### config.mk
export PLATFORM = sky130hd
export DESIGN_NAME = sbb_ctrl
export DESIGN_NICKNAME = d
export VERILOG_FILES = /design/src/design/sbb_pkg.sv /design/src/design/sbb_ctrl.sv
export SDC_FILE = /design/constraint.sdc
export NUM_CORES = 1
export LEC_CHECK = 0
export BUFFER_PORTS_ARGS = -buffer_cell sky130_fd_sc_hd__buf_2
export CORE_MARGIN = 10
export CORE_UTILIZATION = 58
export DETAILED_ROUTE_END_ITERATION = 16
export PLACE_DENSITY = 0.79
export REMOVE_ABC_BUFFERS = 1
export SETUP_SLACK_MARGIN = 0.15
export SLEW_MARGIN = 20
export SYNTH_ARGS = -nofsm -noshare
export SYNTH_HDL_FRONTEND = slang
export SYNTH_SLANG_ARGS = --single-unit
### constraint.sdc
create_clock -name clk -period 9.6 [get_ports clk]
set_input_delay 2.4 -clock clk [delete_from_list [all_inputs] [get_ports clk]]
set_output_delay 2.4 -clock clk [all_outputs]
set_load 0.005 [all_outputs]
### src/design/sbb_pkg.sv
// ----------------------------------------------------------------------------
// sbb_pkg
// Shared constants, codes and control types of the separable box blur.
// ----------------------------------------------------------------------------
package sbb_pkg;

  localparam int MAX_WIDTH  = 1024;
  localparam int MAX_HEIGHT = 1024;
  localparam int MAX_RADIUS = 8;

  localparam int CW   = $clog2(MAX_WIDTH);
  localparam int HW   = $clog2(MAX_HEIGHT);
  localparam int WW   = $clog2(MAX_WIDTH + 1);
  localparam int HHW  = $clog2(MAX_HEIGHT + 1);
  localparam int RW   = $clog2(MAX_RADIUS + 1);
  localparam int DW   = $clog2(2 * MAX_RADIUS + 2);
  localparam int SW   = $clog2((2 * MAX_RADIUS + 1) * 255 + 1);
  localparam int RB   = $clog2(2 * MAX_RADIUS + 2);
  localparam int AW   = RB + CW;
  localparam int PW   = $clog2(MAX_WIDTH * MAX_HEIGHT + 1);
  localparam int DEPTH = 1 << AW;

  localparam int CFG_IW  = 2;
  localparam int CFG_DW  = 11;
  localparam logic [CFG_IW-1:0] CFG_RADIUS = 2'd0;
  localparam logic [CFG_IW-1:0] CFG_WIDTH  = 2'd1;
  localparam logic [CFG_IW-1:0] CFG_HEIGHT = 2'd2;

  typedef struct packed {
    logic          we;
    logic          re;
    logic [AW-1:0] addr;
    logic          clr_h;
    logic          clr_v;
    logic          div_start;
    logic          div_final;
    logic [DW-1:0] divisor;
  } sbb_cmd_t;

  typedef struct packed {
    logic div_done;
  } sbb_stat_t;

endpackage

### src/design/sbb_ctrl.sv
// ----------------------------------------------------------------------------
// sbb_ctrl
// Blur controller: config, frame positions, window sequencing, output beat.
// ----------------------------------------------------------------------------
module sbb_ctrl (
  input  logic                        clk,
  input  logic                        rst_n,
  input  logic                        in_tvalid,
  output logic                        in_tready,
  input  logic                        mode,
  output logic                        out_tvalid,
  input  logic                        out_tready,
  output logic [9:0]                  column,
  output logic [9:0]                  row,
  output logic                        frame_done,
  input  logic                        cfg_valid,
  output logic                        cfg_ready,
  input  logic [sbb_pkg::CFG_IW-1:0]  cfg_index,
  input  logic [sbb_pkg::CFG_DW-1:0]  cfg_data,
  output sbb_pkg::sbb_cmd_t           cmd,
  input  sbb_pkg::sbb_stat_t          stat
);

  typedef enum logic [2:0] {
    S_IDLE, S_ROW, S_READ, S_DRAIN, S_RDIV, S_RWAIT, S_FDIV, S_FWAIT
  } state_t;

  state_t                 state_r;
  logic [3:0]             radius_r;
  logic [10:0]            width_r;
  logic [10:0]            height_r;
  logic [sbb_pkg::PW-1:0] in_pos_r, out_pos_r;
  logic [sbb_pkg::CW-1:0] in_col_r, out_col_r, res_col_r;
  logic [sbb_pkg::HW-1:0] in_row_r, out_row_r, res_row_r;
  logic                   res_last_r;
  logic                   out_valid_r;
  logic [sbb_pkg::DW-1:0] dy_r, dx_r;

  logic [sbb_pkg::RW-1:0]  rad;
  logic [sbb_pkg::WW-1:0]  w;
  logic [sbb_pkg::HHW-1:0] h;
  logic [sbb_pkg::PW-1:0]  total, lag;
  logic [sbb_pkg::DW-1:0]  span;
  logic                    in_acc, push, emit_go, cfg_acc, out_free;
  logic signed [sbb_pkg::CW+1:0] xs;
  logic signed [sbb_pkg::HW+1:0] ys;
  logic [sbb_pkg::CW-1:0]  cx;
  logic [sbb_pkg::HW-1:0]  ry;

  assign rad = (radius_r > 4'(sbb_pkg::MAX_RADIUS)) ? sbb_pkg::RW'(sbb_pkg::MAX_RADIUS)
                                                    : sbb_pkg::RW'(radius_r);
  assign w = (width_r == 11'd0) ? sbb_pkg::WW'(1) :
             (32'(width_r) > sbb_pkg::MAX_WIDTH) ? sbb_pkg::WW'(sbb_pkg::MAX_WIDTH)
                                                 : sbb_pkg::WW'(width_r);
  assign h = (height_r == 11'd0) ? sbb_pkg::HHW'(1) :
             (32'(height_r) > sbb_pkg::MAX_HEIGHT) ? sbb_pkg::HHW'(sbb_pkg::MAX_HEIGHT)
                                                   : sbb_pkg::HHW'(height_r);
  assign total = sbb_pkg::PW'(w) * sbb_pkg::PW'(h);
  assign lag   = sbb_pkg::PW'(rad) * sbb_pkg::PW'(w) + sbb_pkg::PW'(rad);
  assign span  = sbb_pkg::DW'({rad, 1'b0});

  // result slot is free, or its beat is taken at this edge
  assign out_free  = !out_valid_r || out_tready;
  assign in_tready = (state_r == S_IDLE);
  assign in_acc    = in_tvalid && in_tready;
  assign push      = in_acc && !mode && (in_pos_r < total);
  assign emit_go   = push ? (in_pos_r >= lag)
                          : (in_acc && (in_pos_r == total) && (out_pos_r < total));
  assign cfg_ready = 1'b1;
  assign cfg_acc   = cfg_valid && cfg_ready &&
                     (cfg_index == sbb_pkg::CFG_RADIUS || cfg_index == sbb_pkg::CFG_WIDTH ||
                      cfg_index == sbb_pkg::CFG_HEIGHT);

  always_comb begin
    xs = $signed((sbb_pkg::CW+2)'(out_col_r)) + $signed((sbb_pkg::CW+2)'(dx_r))
         - $signed((sbb_pkg::CW+2)'(rad));
    ys = $signed((sbb_pkg::HW+2)'(out_row_r)) + $signed((sbb_pkg::HW+2)'(dy_r))
         - $signed((sbb_pkg::HW+2)'(rad));
    if (xs[sbb_pkg::CW+1]) cx = '0;
    else if (xs >= $signed((sbb_pkg::CW+2)'(w))) cx = sbb_pkg::CW'(w - 1'b1);
    else cx = sbb_pkg::CW'(xs);
    if (ys[sbb_pkg::HW+1]) ry = '0;
    else if (ys >= $signed((sbb_pkg::HW+2)'(h))) ry = sbb_pkg::HW'(h - 1'b1);
    else ry = sbb_pkg::HW'(ys);
  end

  always_comb begin
    cmd.we        = push;
    cmd.re        = (state_r == S_READ);
    cmd.addr      = push ? {in_row_r[sbb_pkg::RB-1:0], in_col_r}
                         : {ry[sbb_pkg::RB-1:0], cx};
    cmd.clr_h     = (state_r == S_ROW);
    cmd.clr_v     = in_acc && emit_go;
    cmd.div_start = (state_r == S_RDIV) || ((state_r == S_FDIV) && out_free);
    cmd.div_final = (state_r == S_FDIV);
    cmd.divisor   = sbb_pkg::DW'({rad, 1'b1});
  end

  always_ff @(posedge clk) begin
    if (!rst_n) begin
      state_r     <= S_IDLE;
      radius_r    <= 4'd1;
      width_r     <= 11'd640;
      height_r    <= 11'd480;
      in_pos_r    <= '0;
      out_pos_r   <= '0;
      in_col_r    <= '0;
      in_row_r    <= '0;
      out_col_r   <= '0;
      out_row_r   <= '0;
      out_valid_r <= 1'b0;
      dy_r        <= '0;
      dx_r        <= '0;
    end else begin
      if (out_valid_r && out_tready) out_valid_r <= 1'b0;
      if (cfg_acc) begin
        case (cfg_index)
          sbb_pkg::CFG_RADIUS: radius_r <= cfg_data[3:0];
          sbb_pkg::CFG_WIDTH:  width_r  <= cfg_data;
          default:             height_r <= cfg_data;
        endcase
        in_pos_r  <= '0;
        out_pos_r <= '0;
        in_col_r  <= '0;
        in_row_r  <= '0;
        out_col_r <= '0;
        out_row_r <= '0;
      end
      case (state_r)
        S_IDLE: begin
          if (push) begin
            in_pos_r <= in_pos_r + 1'b1;
            if (sbb_pkg::WW'(in_col_r) == w - 1'b1) begin
              in_col_r <= '0;
              in_row_r <= in_row_r + 1'b1;
            end else begin
              in_col_r <= in_col_r + 1'b1;
            end
          end
          if (emit_go) begin
            dy_r    <= '0;
            state_r <= S_ROW;
          end
        end
        S_ROW: begin
          dx_r    <= '0;
          state_r <= S_READ;
        end
        S_READ: begin
          if (dx_r == span) state_r <= S_DRAIN;
          else dx_r <= dx_r + 1'b1;
        end
        S_DRAIN: state_r <= S_RDIV;
        S_RDIV:  state_r <= S_RWAIT;
        S_RWAIT: begin
          if (stat.div_done) begin
            if (dy_r == span) begin
              state_r <= S_FDIV;
            end else begin
              dy_r    <= dy_r + 1'b1;
              state_r <= S_ROW;
            end
          end
        end
        S_FDIV: begin
          if (out_free) state_r <= S_FWAIT;
        end
        S_FWAIT: begin
          if (stat.div_done) begin
            out_valid_r <= 1'b1;
            res_col_r   <= out_col_r;
            res_row_r   <= out_row_r;
            res_last_r  <= (out_pos_r + 1'b1 == total);
            if (out_pos_r + 1'b1 >= total) begin
              out_pos_r <= '0;
              in_pos_r  <= '0;
              out_col_r <= '0;
              out_row_r <= '0;
              in_col_r  <= '0;
              in_row_r  <= '0;
            end else begin
              out_pos_r <= out_pos_r + 1'b1;
              if (sbb_pkg::WW'(out_col_r) == w - 1'b1) begin
                out_col_r <= '0;
                out_row_r <= out_row_r + 1'b1;
              end else begin
                out_col_r <= out_col_r + 1'b1;
              end
            end
            state_r <= S_IDLE;
          end
        end
        default: state_r <= S_IDLE;
      endcase
    end
  end

  assign out_tvalid = out_valid_r;
  assign column     = 10'(res_col_r);
  assign row        = 10'(res_row_r);
  assign frame_done = res_last_r;

`ifndef ASSERT_OFF
  a_out_pos: assert property (@(posedge clk) disable iff (!rst_n) out_pos_r < total)
    else $error("output position past frame");
  a_in_pos: assert property (@(posedge clk) disable iff (!rst_n) in_pos_r <= total)
    else $error("input position past frame");
  a_emit: assert property (@(posedge clk) disable iff (!rst_n)
    (state_r == S_FWAIT && stat.div_done) |=> (out_valid_r && state_r == S_IDLE))
    else $error("result beat not raised after final divide");
  a_busy: assert property (@(posedge clk) disable iff (!rst_n)
    (state_r != S_IDLE) |-> !in_tready)
    else $error("input taken while busy");
`endif

endmodule

# Yosys cells after proc, flatten, opt, wreduce, memory -nomap -nowiden
# Index checks and enable logic that the tools add are counted.
dict set report op_classes {
  multipliers 2
  mux 58
  n_bitwise 1
  n_reduce_logical 29
  n_lt_le_gt_ge 9
  addsub 15
  n_eq_ne 22
}
# cell n
set ops {}
lappend ops {{$mux W10} 22}
lappend ops {{$mux W21} 8}
lappend ops {{$mux W11} 4}
lappend ops {{$add A21 B1 Y21 const B} 2}
lappend ops {{$eq A21 B21 Y1} 2}
lappend ops {{$lt A21 B21 Y1} 2}
lappend ops {{$pmux W21 S2} 1}
lappend ops {{$add A10 B1 Y10 const B} 4}
lappend ops {{$pmux W10 S2} 2}
lappend ops {{$mux W5} 6}
lappend ops {{$ge A12 B12 Y1} 2}
lappend ops {{$pmux W3 S8} 1}
lappend ops {{$sub A11 B4 Y12} 2}
lappend ops {{$add A10 B5 Y11} 2}
lappend ops {{$eq A10 B11 Y1} 2}
lappend ops {{$gt A11 B11 Y1 const B} 2}
lappend ops {{$logic_not A11 Y1} 2}
lappend ops {{$ge A21 B16 Y1} 1}
lappend ops {{$ge A21 B21 Y1} 1}
lappend ops {{$mul A11 B11 Y21} 1}
lappend ops {{$pmux W5 S2} 2}
lappend ops {{$mux W3} 6}
lappend ops {{$add A15 B4 Y16} 1}
lappend ops {{$mul A4 B11 Y15} 1}
lappend ops {{27 further kinds} 57}
dict set report word_totals {
  word_cells 152
  out_inout_bits 50
  register_bits 143
}

# Logic depth before layout (Yosys ltp)
# Gate-level depths: netlist of the first run.
dict set report depth {
  word_depth 10
  mapped_depth 36
  mapped_depth_nobuf 34
}

# Worst setup path before layout of the first run
# Ideal clock, no wire load.
dict set report synth_timing {
  kind {register to output}
  start {reg width_r[2]}
  end {out cmd[16] (netlist bit)}
  path_stages_with_launch 31
  t_arrival_ps 7579
  n_path_buf 2
  setup_slack_ps -379
  cell_sequence {dfxtp_1 or4_4 nor4_2 nor2_1 nor2_4 nand2_1 fa_1 fa_1 inv_1 fa_1 fa_1 inv_1 fa_1 inv_1 ha_1 o21a_1 a21oi_1 a21boi_0 xor2_1 ha_1 a21o_1 a21o_1 o32a_1 a21oi_1 o21a_1 o2111ai_1 inv_1 clkbuf_1 clkbuf_1 nand2_1 o21ai_0}
}
# element line_no
set synth_lines {}
lappend synth_lines {{start, declared} sbb_ctrl.sv:30} ;# logic [10:0] width_r;
lappend synth_lines {{start signal, assigned} sbb_ctrl.sv:119} ;# sbb_pkg::CFG_WIDTH: width_r <= cfg_data;
lappend synth_lines {{end, declared} sbb_ctrl.sv:20} ;# output sbb_pkg::sbb_cmd_t cmd,

==> impl_results.html, run 1 <==
<table>
<tr><th>Metric</th><th>Value</th></tr>
<tr><th colspan="2">Status</th></tr>
<tr><td>Outcome</td><td>finished, violations left</td></tr>
<tr><td>Violated checks</td><td>setup timing</td></tr>
<tr><th colspan="2">Routing</th></tr>
<tr><td>Iteration count of the initial detailed-routing pass</td><td>6</td></tr>
<tr><td>DRC violations left</td><td>0</td></tr>
<tr><td>Via count</td><td>15.62k</td></tr>
<tr><td>Starting DRC count in detailed routing</td><td>1512</td></tr>
<tr><td>Per-cell routed wire length</td><td>19.18 um</td></tr>
<tr><td>Via-to-Cell Ratio</td><td>5.982</td></tr>
<tr><td>Routed Wire Length</td><td>50080 um</td></tr>
<tr><td>Post-route antenna net violation count</td><td>0</td></tr>
<tr><th colspan="2">Synth</th></tr>
<tr><td>Cell area after synthesis</td><td>16240 um^2</td></tr>
<tr><td>Async S/R FF share, synth</td><td>0%</td></tr>
<tr><td>Number of distinct library cells after synthesis</td><td>81</td></tr>
<tr><td>Cell count after synthesis</td><td>2026</td></tr>
<tr><td>Synthesis-stage register bit count</td><td>138</td></tr>
<tr><td>Warning count from the yosys run</td><td>0</td></tr>
<tr><td>Number of enable-type register cells in the synthesized netlist</td><td>21</td></tr>
<tr><td>Most common flop cell mapped by yosys</td><td>sky130_fd_sc_hd__dfxtp_1</td></tr>
<tr><td>Average cell area after synthesis</td><td>8.014 um^2</td></tr>
<tr><td>Post-synthesis sequential area ratio</td><td>18.31%</td></tr>
<tr><th colspan="2">Min path</th></tr>
<tr><td>Worst Hold Class</td><td>flip-flop to flip-flop</td></tr>
<tr><td>Number of cells on the worst hold path</td><td>2</td></tr>
<tr><th colspan="2">Timing</th></tr>
<tr><td>PnR worst setup slack</td><td>-474.2 ps</td></tr>
<tr><td>Rel. slew slack</td><td>45.38%</td></tr>
<tr><td>Count of final setup violators</td><td>17</td></tr>
<tr><td>Worst slew pin tran</td><td>818.4 ps</td></tr>
<tr><td>Setup TNS Final</td><td>-5780 ps</td></tr>
<tr><td>Top achievable clock speed</td><td>99.26 MHz</td></tr>
<tr><td>Post-Route Skew</td><td>12.82 ps</td></tr>
<tr><td>Crit share post-route</td><td>104.9%</td></tr>
<tr><td>Minimum period implied by the final worst setup slack</td><td>10070 ps</td></tr>
<tr><td>Count of final hold-check violations</td><td>0</td></tr>
<tr><td>Unrepaired setup endpoints after global routing</td><td>true</td></tr>
<tr><td>Final-report max-slew violation count</td><td>0</td></tr>
<tr><th colspan="2">Global route</th></tr>
<tr><td>Fraction of met3 tracks used by global routing</td><td>3.784%</td></tr>
<tr><td>Pin count of the biggest net entering global routing</td><td>72</td></tr>
<tr><td>Most Used Layer, Global Route</td><td>met2</td></tr>
<tr><td>Global-route track usage on met1</td><td>34.93%</td></tr>
<tr><td>Global-route usage over all layers</td><td>27.23%</td></tr>
<tr><td>Wire length of the first global-routing pass</td><td>78210 um</td></tr>
<tr><td>Routing usage on met2</td><td>44.83%</td></tr>
<tr><td>Aggregate global routing overflow</td><td>0</td></tr>
<tr><td>Initial antenna violation count</td><td>0</td></tr>
<tr><td>Via count of the first global-routing pass</td><td>15.30k</td></tr>
<tr><th colspan="2">Worst setup path</th></tr>
<tr><td>Slowest stage cell, crit path</td><td>sky130_fd_sc_hd__or4_4</td></tr>
<tr><td>R2R Setup Slk</td><td>1280 ps</td></tr>
<tr><td>Worst R2R Start</td><td>width_r[4]$_SDFFE_PN0P_</td></tr>
<tr><td>Crit path DAT</td><td>7670 ps</td></tr>
<tr><td>Crit path kind</td><td>flip-flop to primary output</td></tr>
<tr><td>Setup crit start</td><td>width_r[4]$_SDFFE_PN0P_</td></tr>
<tr><td>CP max FO</td><td>5</td></tr>
<tr><td>CP max stage delay</td><td>550 ps</td></tr>
<tr><td>Startpoint type of the worst setup path</td><td>flip-flop</td></tr>
<tr><td>Data required time of the critical path</td><td>7200 ps</td></tr>
<tr><td>Critical path destination</td><td>cmd[22]</td></tr>
<tr><td>Setup crit end kind</td><td>primary output</td></tr>
<tr><td>Worst-case reg-to-reg path depth</td><td>40</td></tr>
<tr><td>Endpoint of the worst register-to-register path</td><td>in_pos_r[8]$_SDFF_PN0_</td></tr>
<tr><th colspan="2">Layout</th></tr>
<tr><td>Relative area change from synthesis to final layout</td><td>19.48%</td></tr>
<tr><td>Fraction of final layout cells with drive strength greater than 1</td><td>17.11%</td></tr>
<tr><td>Fin nets</td><td>2567</td></tr>
<tr><td># diodes</td><td>0</td></tr>
<tr><th colspan="2">Die</th></tr>
<tr><td>Row count</td><td>61</td></tr>
<tr><td>Die Ht</td><td>187.3 um</td></tr>
<tr><td>Area inside the core boundary</td><td>27710 um^2</td></tr>
<tr><td>Initial standard-cell utilization of the core</td><td>58.60%</td></tr>
<tr><td>I/O pin cnt</td><td>70</td></tr>
<tr><td>Die X</td><td>187.3 um</td></tr>
<tr><td>Area enclosed by the die boundary</td><td>35090 um^2</td></tr>
<tr><th colspan="2">Clocking</th></tr>
<tr><td>Clock root cell</td><td>sky130_fd_sc_hd__clkbuf_16</td></tr>
<tr><td>H-tree lvl count</td><td>4</td></tr>
<tr><td>Maximum buffer depth of the clock tree</td><td>2</td></tr>
<tr><td>Number of buffers inserted during clock tree synthesis</td><td>17</td></tr>
<tr><td>Clock insertion delay at the later pin of the skew report</td><td>450 ps</td></tr>
<tr><td>Total number of clock tree sinks</td><td>138</td></tr>
<tr><td>CTS clk-pin slew, worst paths</td><td>60 ps</td></tr>
<tr><td>TritonCTS clock tree</td><td>yes</td></tr>
<tr><td>Post-cts hold buffer count</td><td>0</td></tr>
<tr><th colspan="2">Placement</th></tr>
<tr><td>GP Congestion</td><td>0.9938</td></tr>
<tr><td>Hpwl dp</td><td>38260 um</td></tr>
<tr><td>Setup slack after placement</td><td>-651.1 ps</td></tr>
<tr><td>Port Buffers</td><td>67</td></tr>
<tr><th colspan="2">Power and ir drop</th></tr>
<tr><td>Leakage</td><td>9.345 nW</td></tr>
<tr><td>Cell Pwr Density</td><td>125.2 nW/um^2</td></tr>
<tr><td>Max rail drop VDD</td><td>0.0001512 V</td></tr>
<tr><th colspan="2">Run</th></tr>
<tr><td>Number of max-cap violations</td><td>0</td></tr>
</table>
-- flip-flops by register name (all words and copies together) (netlist names), 10 cells and up --
signal     flops
column        10
height_r      11
in_col_r      10
in_pos_r      21
out_col_r     10
out_pos_r     21
out_row_r     10
row           10
width_r       11
-- metrics by stage --
stage | area, um^2 | hold WS (ps) | total power, mW | util (%) | cells
global route | 19400 | 521.5 | 2.548 | 70.02 | 2611
detailed placement | 17960 | 479.8 | 1.558 | 64.83 | 2558
finish | 19400 | 489.7 | 2.429 | 70.02 | 2611
floorplan | 15960 | 444.1 | 1.211 | - | 1956
global placement | 17960 | 469.4 | 1.538 | 64.83 | 2558
CTS | 18970 | 489.1 | 2.336 | 68.47 | 2604
-- repair_timing --
| item | 4_1_cts | 5_1_grt |
|---|---|---|
| gates cloned | 1 | 3 |
| gates resized for setup | 50 | 86 |
| pin swaps | 46 | 38 |
| endpoints found under the setup margin | 17 | 17 |
| setup buffers | 13 | 4 |
-- logic make-up (layout without fill, tap and decap cells) --
kind of cell             count (synthesis)  after routing  share of synthesized area [%]
AO/OA/AOI/OAI                          386            386                          15.16
XOR/XNOR                               110            110                          6.111
adder cells (fa/ha/maj)                329            329                          30.32
buffers and inverters                  315            521                          7.391
flip-flops                             138            138                          18.31
multiplexers                            14             14                         0.8708
other                                    1              2                        0.02310
AND/OR/NAND/NOR                        733            733                          21.82
-- final cells by class --
cell class              instances  area (um^2)
well taps                     378        473.0
clock buffers                  19        442.9
clock inverters                13        188.9
multi-input cells            1574        12590
fillers                      2119         8307
flip-flops and latches        138         2974
repair buffers                245         1802
inverters                     244        930.9
-- report_power, final --
part,total [mW],switching [mW],internal (mW)
logic,1.09,0.628,0.460
registers,0.618,0.0203,0.597
clock network,0.723,0.279,0.444
-- cell usage in the layout (no fill, tap or decap), drive strengths merged, types with 8 or more instances in the layout --
cell	Yosys	routed
nor2b	59	59
a31oi	14	14
a21boi	26	26
and2	24	24
o31ai	12	12
clkinv	6	10
ha	219	219
mux2i	13	13
xnor2	77	77
nand3b	16	16
xor2	31	31
o22ai	12	12
or3	11	11
dfxtp	117	117
nor4	12	12
nor3b	8	8
a22oi	20	20
clkbuf	58	21
nand2	245	245
o21bai	14	14
a211o	10	10
o21ai	82	82
a21o	31	31
nand2b	19	19
fa	108	108
nand4	21	21
edfxtp	21	21
a21oi	107	107
and3	34	34
o211ai	12	12
nor3	26	26
inv	238	241
buf	13	242
nand3	62	62
nor2	172	172
-- Yosys cell counts (10+ instances only) --
master / count / area, um^2
sky130_fd_sc_hd__nand2_1: 245 / 919.6
sky130_fd_sc_hd__inv_1: 233 / 874.6
sky130_fd_sc_hd__ha_1: 219 / 2740
sky130_fd_sc_hd__nor2_1: 169 / 634.4
sky130_fd_sc_hd__dfxtp_1: 117 / 2342
sky130_fd_sc_hd__fa_1: 108 / 2162
sky130_fd_sc_hd__a21oi_1: 107 / 535.5
sky130_fd_sc_hd__o21ai_0: 80 / 400.4
sky130_fd_sc_hd__xnor2_1: 77 / 674.4
sky130_fd_sc_hd__nand3_1: 62 / 310.3
sky130_fd_sc_hd__nor2b_1: 59 / 369.1
sky130_fd_sc_hd__clkbuf_1: 58 / 217.7
sky130_fd_sc_hd__and3_1: 34 / 212.7
sky130_fd_sc_hd__a21o_1: 31 / 232.7
sky130_fd_sc_hd__xor2_1: 31 / 271.5
sky130_fd_sc_hd__a21boi_0: 25 / 187.7
sky130_fd_sc_hd__nor3_1: 25 / 125.1
sky130_fd_sc_hd__and2_1: 24 / 150.1
sky130_fd_sc_hd__edfxtp_1: 21 / 630.6
sky130_fd_sc_hd__nand4_1: 21 / 131.4
sky130_fd_sc_hd__a22oi_1: 20 / 150.1
sky130_fd_sc_hd__nand2b_1: 19 / 118.9
sky130_fd_sc_hd__nand3b_1: 16 / 120.1
sky130_fd_sc_hd__a31oi_1: 14 / 87.58
sky130_fd_sc_hd__o21bai_1: 14 / 105.1
sky130_fd_sc_hd__mux2i_1: 13 / 130.1
sky130_fd_sc_hd__o211ai_1: 12 / 90.09
sky130_fd_sc_hd__o22ai_1: 12 / 75.07
sky130_fd_sc_hd__o31ai_1: 12 / 90.09
sky130_fd_sc_hd__or3_1: 11 / 68.82
sky130_fd_sc_hd__a211o_1: 10 / 87.58
sky130_fd_sc_hd__nor4_1: 10 / 62.56
-- worst min path at each step --
| stage | from | end | slack (ps) |
|---|---|---|---|
| floorplan | height_r[7]$_SDFFE_PN1P_ | height_r[7]$_SDFFE_PN1P_ | 440 |
| global placement | height_r[4]$_SDFFE_PN0P_ | height_r[4]$_SDFFE_PN0P_ | 470 |
| detailed placement | height_r[0]$_SDFFE_PN0P_ | height_r[0]$_SDFFE_PN0P_ | 480 |
| CTS | height_r[0]$_SDFFE_PN0P_ | height_r[0]$_SDFFE_PN0P_ | 490 |
| global route | height_r[7]$_SDFFE_PN1P_ | height_r[7]$_SDFFE_PN1P_ | 520 |
| finish | height_r[7]$_SDFFE_PN1P_ | height_r[7]$_SDFFE_PN1P_ | 490 |
-- critical path: cells and delay by family (launching register included) --
| family | cells | cell delay, ps |
|---|---|---|
| fa+ha+maj | 7 | 2560 |
| compound gates | 9 | 1480 |
| simple gates | 9 | 1440 |
| buf+inv | 11 | 1250 |
| flops | 1 | 320 |
| xor+xnor | 1 | 160 |
-- metal layers --
metal  wire, um  up-vias  part of all wire, %
met5          0        -                    0
met4       1971        0                  3.9
met3       3707      152                  7.4
met2      23580      702                   47
met1      20820     7506                   42
li1           -     7259                    -
Power figures use the tool's default switching activity.
==> run 2, diff against run 1 <==
--- a/config.mk
+++ b/config.mk
@@ -13,3 +13,4 @@
 export REMOVE_ABC_BUFFERS = 1
-export SETUP_SLACK_MARGIN = 0.15
+export SETUP_SLACK_MARGIN = 0.02
+export SKIP_CTS_REPAIR_TIMING = 1
 export SLEW_MARGIN = 20
==> constraint.sdc (replaced) <==
create_clock -name clk -period 9.6 [get_ports clk]
set_input_delay 0.96 -clock clk [delete_from_list [all_inputs] [get_ports clk]]
set_output_delay 0.96 -clock clk [all_outputs]
set_load 0.005 [all_outputs]
==> run 2 against run 1 <==
- the run now ends clean
- die area unchanged
- largest power group unchanged
- worst hold slack got worse by 11 ps
- critical path depth decreased by 9
==> impl_results.html, run 2 (synthesis gave the netlist of run 1 again) <==
<table>
<tr><th>Metric</th><th>Value</th></tr>
<tr><th colspan="2">Routing</th></tr>
<tr><td>Per-cell routed wire length</td><td>19.12 um (-0.29%)</td></tr>
<tr><td>Iteration count of the initial detailed-routing pass</td><td>9 (+3)</td></tr>
<tr><td>Routed Wire Length</td><td>47450 um (-5.3%)</td></tr>
<tr><td>Via count</td><td>14.87k (-4.8%)</td></tr>
<tr><td>DRC violations left</td><td>0 (unchanged)</td></tr>
<tr><td>Starting DRC count in detailed routing</td><td>1555 (+2.8%)</td></tr>
<tr><td>Post-route antenna net violation count</td><td>0 (unchanged)</td></tr>
<tr><td>Via-to-Cell Ratio</td><td>5.995 (+0.22%)</td></tr>
<tr><th colspan="2">Timing</th></tr>
<tr><td>Post-Route Skew</td><td>13.75 ps (+0.9332 ps)</td></tr>
<tr><td>Count of final hold-check violations</td><td>0 (unchanged)</td></tr>
<tr><td>Count of final setup violators</td><td>0 (-17)</td></tr>
<tr><td>Final-report max-slew violation count</td><td>0 (unchanged)</td></tr>
<tr><td>Worst slew pin tran</td><td>791.2 ps (-27.24 ps)</td></tr>
<tr><td>Top achievable clock speed</td><td>107.7 MHz (+8.5%)</td></tr>
<tr><td>Minimum period implied by the final worst setup slack</td><td>9283 ps (-791.3 ps)</td></tr>
<tr><td>Crit share post-route</td><td>96.70% (-8.2 points)</td></tr>
<tr><td>Rel. slew slack</td><td>45.74% (+0.37 points)</td></tr>
<tr><th colspan="2">Die</th></tr>
<tr><td>Area inside the core boundary</td><td>27710 um^2 (unchanged)</td></tr>
<tr><td>Area enclosed by the die boundary</td><td>35090 um^2 (unchanged)</td></tr>
<tr><td>Initial standard-cell utilization of the core</td><td>58.60% (unchanged)</td></tr>
<tr><td>Die Ht</td><td>187.3 um (unchanged)</td></tr>
<tr><td>Die X</td><td>187.3 um (unchanged)</td></tr>
<tr><td>I/O pin cnt</td><td>70 (unchanged)</td></tr>
<tr><td>Row count</td><td>61 (unchanged)</td></tr>
<tr><th colspan="2">Worst setup path</th></tr>
<tr><td>Family with the most delay on the worst path</td><td>adder cells</td></tr>
<tr><td>Number of buffers and inverters on the critical path</td><td>4 (-7)</td></tr>
<tr><td>Slowest stage cell, crit path</td><td>sky130_fd_sc_hd__or4_4</td></tr>
<tr><td>Worst R2R Start</td><td>width_r[2]$_SDFFE_PN0P_</td></tr>
<tr><td>CP max stage delay</td><td>590 ps (+40 ps)</td></tr>
<tr><td>Crit path DAT</td><td>8320 ps (+650 ps)</td></tr>
<tr><td>CP max FO</td><td>7 (+2)</td></tr>
<tr><td>Setup crit end kind</td><td>primary output</td></tr>
<tr><td>Setup crit start</td><td>width_r[2]$_SDFFE_PN0P_</td></tr>
<tr><td>CP dominant cell by count</td><td>sky130_fd_sc_hd__fa_1</td></tr>
<tr><td>Startpoint type of the worst setup path</td><td>flip-flop</td></tr>
<tr><td>Data required time of the critical path</td><td>8640 ps (+1440 ps)</td></tr>
<tr><td>Crit path kind</td><td>flip-flop to primary output</td></tr>
<tr><th colspan="2">Clocking</th></tr>
<tr><td>Total number of clock tree sinks</td><td>138 (unchanged)</td></tr>
<tr><td>TritonCTS clock tree</td><td>yes</td></tr>
<tr><td>Maximum buffer depth of the clock tree</td><td>2 (unchanged)</td></tr>
<tr><td>Clock root cell</td><td>sky130_fd_sc_hd__clkbuf_16</td></tr>
<tr><td>CTS clk-pin slew, worst paths</td><td>60 ps (about the same)</td></tr>
<tr><td>Clock insertion delay at the later pin of the skew report</td><td>440 ps (about the same)</td></tr>
<tr><td>Number of buffers inserted during clock tree synthesis</td><td>17 (unchanged)</td></tr>
<tr><td>H-tree lvl count</td><td>4 (unchanged)</td></tr>
<tr><th colspan="2">Layout</th></tr>
<tr><td>Relative area change from synthesis to final layout</td><td>9.556%</td></tr>
<tr><td>Layout Utilization</td><td>64.20% (-5.8 points)</td></tr>
<tr><td>Fin nets</td><td>2437 (-5.1%)</td></tr>
<tr><td>Number of cells in the finished layout apart from fillers</td><td>2481 (-5.0%)</td></tr>
<tr><td>Highest-count cells in the layout ignoring fill and taps</td><td>sky130_fd_sc_hd__nand2_1 (244), sky130_fd_sc_hd__inv_1 (233), sky130_fd_sc_hd__ha_1 (218)</td></tr>
<tr><td>Most common cell after layout, fill and taps aside</td><td>sky130_fd_sc_hd__nand2_1</td></tr>
<tr><td>Number of fillers in the final layout</td><td>2432 (+15%)</td></tr>
<tr><td>Top Registers</td><td>in_pos_r: 21 flops, out_pos_r: 21 flops</td></tr>
<tr><td># diodes</td><td>0 (unchanged)</td></tr>
<tr><td>Fraction of final layout cells with drive strength greater than 1</td><td>8.702% (-8.4 points)</td></tr>
<tr><th colspan="2">Status</th></tr>
<tr><td>Outcome</td><td>finished, final reports clean</td></tr>
<tr><th colspan="2">Power and ir drop</th></tr>
<tr><td>Max rail drop VDD</td><td>0.0001548 V (+2.4%)</td></tr>
<tr><td>Cell Pwr Density</td><td>122.4 nW/um^2 (-2.2%)</td></tr>
<tr><td>Leakage</td><td>8.447 nW (-9.6%)</td></tr>
<tr><th colspan="2">Global route</th></tr>
<tr><td>Pin count of the biggest net entering global routing</td><td>72 (unchanged)</td></tr>
<tr><td>Initial antenna violation count</td><td>0 (unchanged)</td></tr>
<tr><td>Via count of the first global-routing pass</td><td>14.37k (-6.0%)</td></tr>
<tr><td>Wire length of the first global-routing pass</td><td>75680 um (-3.2%)</td></tr>
<tr><td>Aggregate global routing overflow</td><td>0 (unchanged)</td></tr>
<tr><td>Global-route usage over all layers</td><td>26.46% (-0.77 points)</td></tr>
<tr><th colspan="2">Min path</th></tr>
<tr><td>Worst Hold Class</td><td>flip-flop to flip-flop</td></tr>
<tr><td>HP Start</td><td>height_r[7]$_SDFFE_PN1P_</td></tr>
<tr><th colspan="2">Placement</th></tr>
<tr><td>Hpwl dp</td><td>37310 um (-2.5%)</td></tr>
<tr><td>Port Buffers</td><td>67 (unchanged)</td></tr>
<tr><td>GP Congestion</td><td>0.9765 (-1.7%)</td></tr>
<tr><td>Placed instance count</td><td>2444 (-4.5%)</td></tr>
<tr><th colspan="2">Run</th></tr>
<tr><td>Number of max-cap violations</td><td>0 (unchanged)</td></tr>
</table>
-- run 2: changes by cell type in the layout (fill, tap and decap cells not counted), moves of 4 or more --
cell,before,now
sky130_fd_sc_hd__buf_4,166,46
sky130_fd_sc_hd__o21ai_1,6,2
sky130_fd_sc_hd__o21ai_0,71,78
sky130_fd_sc_hd__ha_1,205,218
sky130_fd_sc_hd__inv_1,228,233
sky130_fd_sc_hd__nor2_1,163,169
sky130_fd_sc_hd__o31ai_1,4,9
sky130_fd_sc_hd__fa_2,4,0
sky130_fd_sc_hd__nand2_2,5,1
sky130_fd_sc_hd__ha_4,10,0
sky130_fd_sc_hd__buf_6,6,1
sky130_fd_sc_hd__nand2_4,13,0
sky130_fd_sc_hd__fa_1,104,108
sky130_fd_sc_hd__nand2_1,227,244
-- run 2: final cells by class --
type | count | area [um^2] | area share, %
well taps | 378 | 473.0 | 2.659
clock inverters | 14 | 146.4 | 0.8230
flip-flops and latches | 138 | 2973 | 16.71
clock buffers | 18 | 429.2 | 2.413
multi-input cells | 1574 | 12140 | 68.27
repair buffers | 115 | 706.9 | 3.974
inverters | 244 | 915.9 | 5.149
-- run 2: path summary, 6_finish.rpt --
check | to | slack, ps | depth (start not counted)
hold / removal | height_r[7]$_SDFFE_PN1P_ | 480 | 2
hold reg to reg | height_r[7]$_SDFFE_PN1P_ | 480 | 2
setup / recovery | cmd[7] | 320 | 28
setup reg to reg | in_col_r[5]$_SDFF_PN0_ | 880 | 32
-- run 2: tightest hold or removal path, cell delays in order, from the launching register on --
cell and delay, ps:
sky130_fd_sc_hd__dfxtp_1 310, sky130_fd_sc_hd__nand2_1 50, sky130_fd_sc_hd__nand3_1 60
-- run 2: through the flow --
stage	instance area (um^2)	total power, mW	setup slack [ps]	TNS (ps)	hold WS [ps]
4_1_cts	17670	2.148	-22.92	-55.38	480.0
2_1_floorplan	15960	1.211	-98.65	-493.2	444.1
3_3_place_gp	17090	1.470	661.1	0	463.5
6_report	17790	2.178	317.1	0	479.1
3_5_place_dp	17090	1.488	441.7	0	471.0
5_1_grt	17790	2.300	-12.04	-12.04	500.1
-- run 2: per-layer routing --
metal  wire [um]  global-route usage [%]  vias up  share of wire, %
met5           0                       0        -                 0
met1       20810                   35.04     7197                44
met3        3419                   4.605      102               7.2
li1            -                       -     6989                 -
met2       21910                   42.52      586                46
met4        1308                   9.243        0               2.8
-- run 2: where the power goes --
part | switching, mW | leakage (nW) | internal, mW
clock network | 0.279 | 0.270 | 0.383
registers | 0.0211 | 1.18 | 0.597
logic | 0.561 | 6.99 | 0.337
total | 0.861 | 8.45 | 1.32
==> run 3, diff against run 2 <==
- CELL_PAD_IN_SITES_DETAIL_PLACEMENT: default -> 1
- CELL_PAD_IN_SITES_GLOBAL_PLACEMENT: default -> 2
- CORE_UTILIZATION: 58 -> 35
- PLACE_DENSITY: 0.79 -> default
- PLACE_DENSITY_LB_ADDON: default -> 0.1
- SLEW_MARGIN: 20 -> 25
==> run 3 against run 2 <==
- register-to-register slack better by 60 ps
- combinational power is 11% higher
- count of clock-buffer cells in the layout is the same
- utilization down 24 points
- total power rose by 3.8%
- via count is 1.4% lower
- worst hold slack better by 2.4 ps
- clock power fell by 2%
- critical path type unchanged
- critical endpoint unchanged
- highest routed layer unchanged
==> impl_results.html, run 3 (synthesis gave the netlist of run 1 again) <==
<table>
<tr><th>Metric</th><th>Value</th></tr>
<tr><th colspan="2">Layout</th></tr>
<tr><td>Final Cell Area</td><td>18350 um^2 (+3.1%)</td></tr>
<tr><td>Number of cells in the finished layout apart from fillers</td><td>2731 (+10%)</td></tr>
<tr><td># diodes</td><td>0 (unchanged)</td></tr>
<tr><td>Relative area change from synthesis to final layout</td><td>12.99%</td></tr>
<tr><td>Layout Utilization</td><td>40.25% (-24 points)</td></tr>
<tr><td>Most common cell after layout, fill and taps aside</td><td>sky130_fd_sc_hd__nand2_1</td></tr>
<tr><td>Fraction of final layout cells with drive strength greater than 1</td><td>10.56% (+1.9 points)</td></tr>
<tr><td>Fin nets</td><td>2465 (+1.1%)</td></tr>
<tr><td>Top Registers</td><td>in_pos_r: 21 flops, out_pos_r: 21 flops</td></tr>
<tr><td>Highest-count cells in the layout ignoring fill and taps</td><td>sky130_fd_sc_hd__nand2_1 (243), sky130_fd_sc_hd__inv_1 (233), sky130_fd_sc_hd__ha_1 (214)</td></tr>
<tr><th colspan="2">Routing</th></tr>
<tr><td>Via-to-Cell Ratio</td><td>5.373 (-10%)</td></tr>
<tr><td>DRC violations left</td><td>0 (unchanged)</td></tr>
<tr><td>Starting DRC count in detailed routing</td><td>731 (-53%)</td></tr>
<tr><td>Per-cell routed wire length</td><td>20.96 um (+9.6%)</td></tr>
<tr><td>Iteration count of the initial detailed-routing pass</td><td>5 (-4)</td></tr>
<tr><td>Via count</td><td>14.67k (-1.4%)</td></tr>
<tr><td>Post-route antenna net violation count</td><td>0 (unchanged)</td></tr>
<tr><td>Routed Wire Length</td><td>57250 um (+21%)</td></tr>
<tr><th colspan="2">Worst setup path</th></tr>
<tr><td>Crit path kind</td><td>flip-flop to primary output</td></tr>
<tr><td>Number of buffers and inverters on the critical path</td><td>5 (+1)</td></tr>
<tr><td>Setup crit end kind</td><td>primary output</td></tr>
<tr><td>CP max stage delay</td><td>640 ps (+50 ps)</td></tr>
<tr><td>Crit path DAT</td><td>8280 ps (-40 ps)</td></tr>
<tr><td>CP dominant cell by count</td><td>sky130_fd_sc_hd__fa_1</td></tr>
<tr><td>Startpoint type of the worst setup path</td><td>flip-flop</td></tr>
<tr><td>Data required time of the critical path</td><td>8640 ps (about the same)</td></tr>
<tr><td>Slowest stage cell, crit path</td><td>sky130_fd_sc_hd__nor2b_1</td></tr>
<tr><td>CP max FO</td><td>15 (+8)</td></tr>
<tr><td>Family with the most delay on the worst path</td><td>adder cells</td></tr>
<tr><td>R2R Setup Slk</td><td>940 ps (+60 ps)</td></tr>
<tr><th colspan="2">Global route</th></tr>
<tr><td>Wire length of the first global-routing pass</td><td>89190 um (+18%)</td></tr>
<tr><td>Global-route usage over all layers</td><td>20.41% (-6.0 points)</td></tr>
<tr><td>Pin count of the biggest net entering global routing</td><td>71 (-1.4%)</td></tr>
<tr><td>Via count of the first global-routing pass</td><td>15.30k (+6.4%)</td></tr>
<tr><td>Aggregate global routing overflow</td><td>0 (unchanged)</td></tr>
<tr><td>Initial antenna violation count</td><td>2 (+2)</td></tr>
<tr><th colspan="2">Power and ir drop</th></tr>
<tr><td>Leakage</td><td>8.573 nW (+1.5%)</td></tr>
<tr><td>Overall power of the completed layout</td><td>2.260 mW (+3.8%)</td></tr>
<tr><td>Max rail drop VDD</td><td>0.0001878 V (+21%)</td></tr>
<tr><td>Cell Pwr Density</td><td>123.2 nW/um^2 (+0.62%)</td></tr>
<tr><th colspan="2">Timing</th></tr>
<tr><td>Crit share post-route</td><td>96.23% (-0.47 points)</td></tr>
<tr><td>Final-report max-slew violation count</td><td>0 (unchanged)</td></tr>
<tr><td>Top achievable clock speed</td><td>108.2 MHz (+0.48%)</td></tr>
<tr><td>Unrepaired setup endpoints after global routing</td><td>false</td></tr>
<tr><td>Post-Route Skew</td><td>8.844 ps (-4.905 ps)</td></tr>
<tr><td>Setup TNS Final</td><td>0 ps (unchanged)</td></tr>
<tr><td>Rel. slew slack</td><td>34.59% (-11 points)</td></tr>
<tr><td>Count of final hold-check violations</td><td>0 (unchanged)</td></tr>
<tr><td>Minimum period implied by the final worst setup slack</td><td>9238 ps (-44.76 ps)</td></tr>
<tr><td>Worst slew pin tran</td><td>981.1 ps (+189.9 ps)</td></tr>
<tr><td>PnR worst setup slack</td><td>361.9 ps (+44.76 ps)</td></tr>
<tr><td>Count of final setup violators</td><td>0 (unchanged)</td></tr>
<tr><td>Worst Hold Margin</td><td>481.5 ps (+2.358 ps)</td></tr>
<tr><th colspan="2">Placement</th></tr>
<tr><td>GP Congestion</td><td>0.8838 (-9.5%)</td></tr>
<tr><td>Placed instance count</td><td>2693 (+10%)</td></tr>
<tr><td>Hpwl dp</td><td>46400 um (+24%)</td></tr>
<tr><td>Post-placement cell area</td><td>17590 um^2 (+2.9%)</td></tr>
<tr><td>Port Buffers</td><td>67 (unchanged)</td></tr>
<tr><td>Setup slack after placement</td><td>481.2 ps (+39.56 ps)</td></tr>
<tr><th colspan="2">Die</th></tr>
<tr><td>Area inside the core boundary</td><td>45580 um^2 (+65%)</td></tr>
<tr><td>Area enclosed by the die boundary</td><td>55400 um^2 (+58%)</td></tr>
<tr><td>Initial standard-cell utilization of the core</td><td>35.62% (-23 points)</td></tr>
<tr><td>I/O pin cnt</td><td>70 (unchanged)</td></tr>
<tr><td>Die X</td><td>235.4 um (+26%)</td></tr>
<tr><td>Die Ht</td><td>235.4 um (+26%)</td></tr>
<tr><td>Row count</td><td>78 (+28%)</td></tr>
<tr><th colspan="2">Clocking</th></tr>
<tr><td>Number of buffers inserted during clock tree synthesis</td><td>17 (unchanged)</td></tr>
<tr><td>Maximum buffer depth of the clock tree</td><td>2 (unchanged)</td></tr>
<tr><td>Total number of clock tree sinks</td><td>138 (unchanged)</td></tr>
<tr><td>CTS clk-pin slew, worst paths</td><td>60 ps (about the same)</td></tr>
<tr><td>Clock root cell</td><td>sky130_fd_sc_hd__clkbuf_16</td></tr>
<tr><td>H-tree lvl count</td><td>4 (unchanged)</td></tr>
<tr><td>Clock insertion delay at the later pin of the skew report</td><td>480 ps (+40 ps)</td></tr>
<tr><td>TritonCTS clock tree</td><td>yes</td></tr>
<tr><th colspan="2">Run</th></tr>
<tr><td>Number of max-cap violations</td><td>0 (unchanged)</td></tr>
<tr><th colspan="2">Min path</th></tr>
<tr><td>Worst Hold Class</td><td>flip-flop to flip-flop</td></tr>
<tr><th colspan="2">Status</th></tr>
<tr><td>Outcome</td><td>finished, final reports clean</td></tr>
</table>
==> run 3: cell count changes in the layout (fill, tap and decap cells not counted), moves of 2 or more <==
cell / previous run / this run
sky130_fd_sc_hd__inv_6: 4 / 2
sky130_fd_sc_hd__a21oi_1: 105 / 102
sky130_fd_sc_hd__clkinv_2: 0 / 2
sky130_fd_sc_hd__dfxtp_2: 0 / 2
sky130_fd_sc_hd__o21ai_0: 78 / 76
sky130_fd_sc_hd__buf_4: 46 / 72
sky130_fd_sc_hd__dfxtp_1: 117 / 115
sky130_fd_sc_hd__o21ai_1: 2 / 5
sky130_fd_sc_hd__ha_2: 1 / 4
sky130_fd_sc_hd__ha_1: 218 / 214
sky130_fd_sc_hd__a21oi_2: 2 / 4
sky130_fd_sc_hd__buf_6: 1 / 3
==> run 3: final timing paths <==
path / start / to / cells after the start
worst max-delay path: height_r[10]$_SDFFE_PN0P_ / cmd[7] / 25
worst max register to register: width_r[2]$_SDFFE_PN0P_ / in_col_r[8]$_SDFF_PN0_ / 32
worst min register to register: height_r[4]$_SDFFE_PN0P_ / height_r[4]$_SDFFE_PN0P_ / 2
worst min-delay path: height_r[4]$_SDFFE_PN0P_ / height_r[4]$_SDFFE_PN0P_ / 2
==> run 3: power breakdown <==
| part | total, mW | switching [mW] | leakage (nW) | internal (mW) |
|---|---|---|---|---|
| clock network | 0.646 | 0.290 | 0.264 | 0.356 |
| logic | 0.995 | 0.622 | 7.12 | 0.373 |
| registers | 0.620 | 0.0223 | 1.19 | 0.597 |
| total | 2.26 | 0.934 | 8.57 | 1.33 |
==> run 3: area by class of cell <==
class                   instances  area [um^2]
clock buffers                  18        429.2
clock inverters                14        125.1
fillers                      5463        27230
inverters                     244        915.9
multi-input cells            1574        12220
flip-flops and latches        138         2975
well taps                     600        750.7
repair buffers                143        929.6
==> run 3: worst register-to-register path, delay by kind of cell, from the launching register on <==
kind | cells | cell delay, ps
fa+ha+maj | 7 | 3210
flops | 1 | 350
xor+xnor | 1 | 200
compound gates | 12 | 2800
buf+inv | 3 | 180
simple gates | 9 | 1750
==> run 3: layer usage <==
metal | up-vias | global-route usage [%] | wire (um)
met3 | 34 | 2.833 | 1563
met4 | 0 | 4.242 | 661
met2 | 176 | 34.01 | 27430
li1 | 7046 | - | -
met5 | - | 0 | 0
met1 | 7417 | 27.48 | 27590
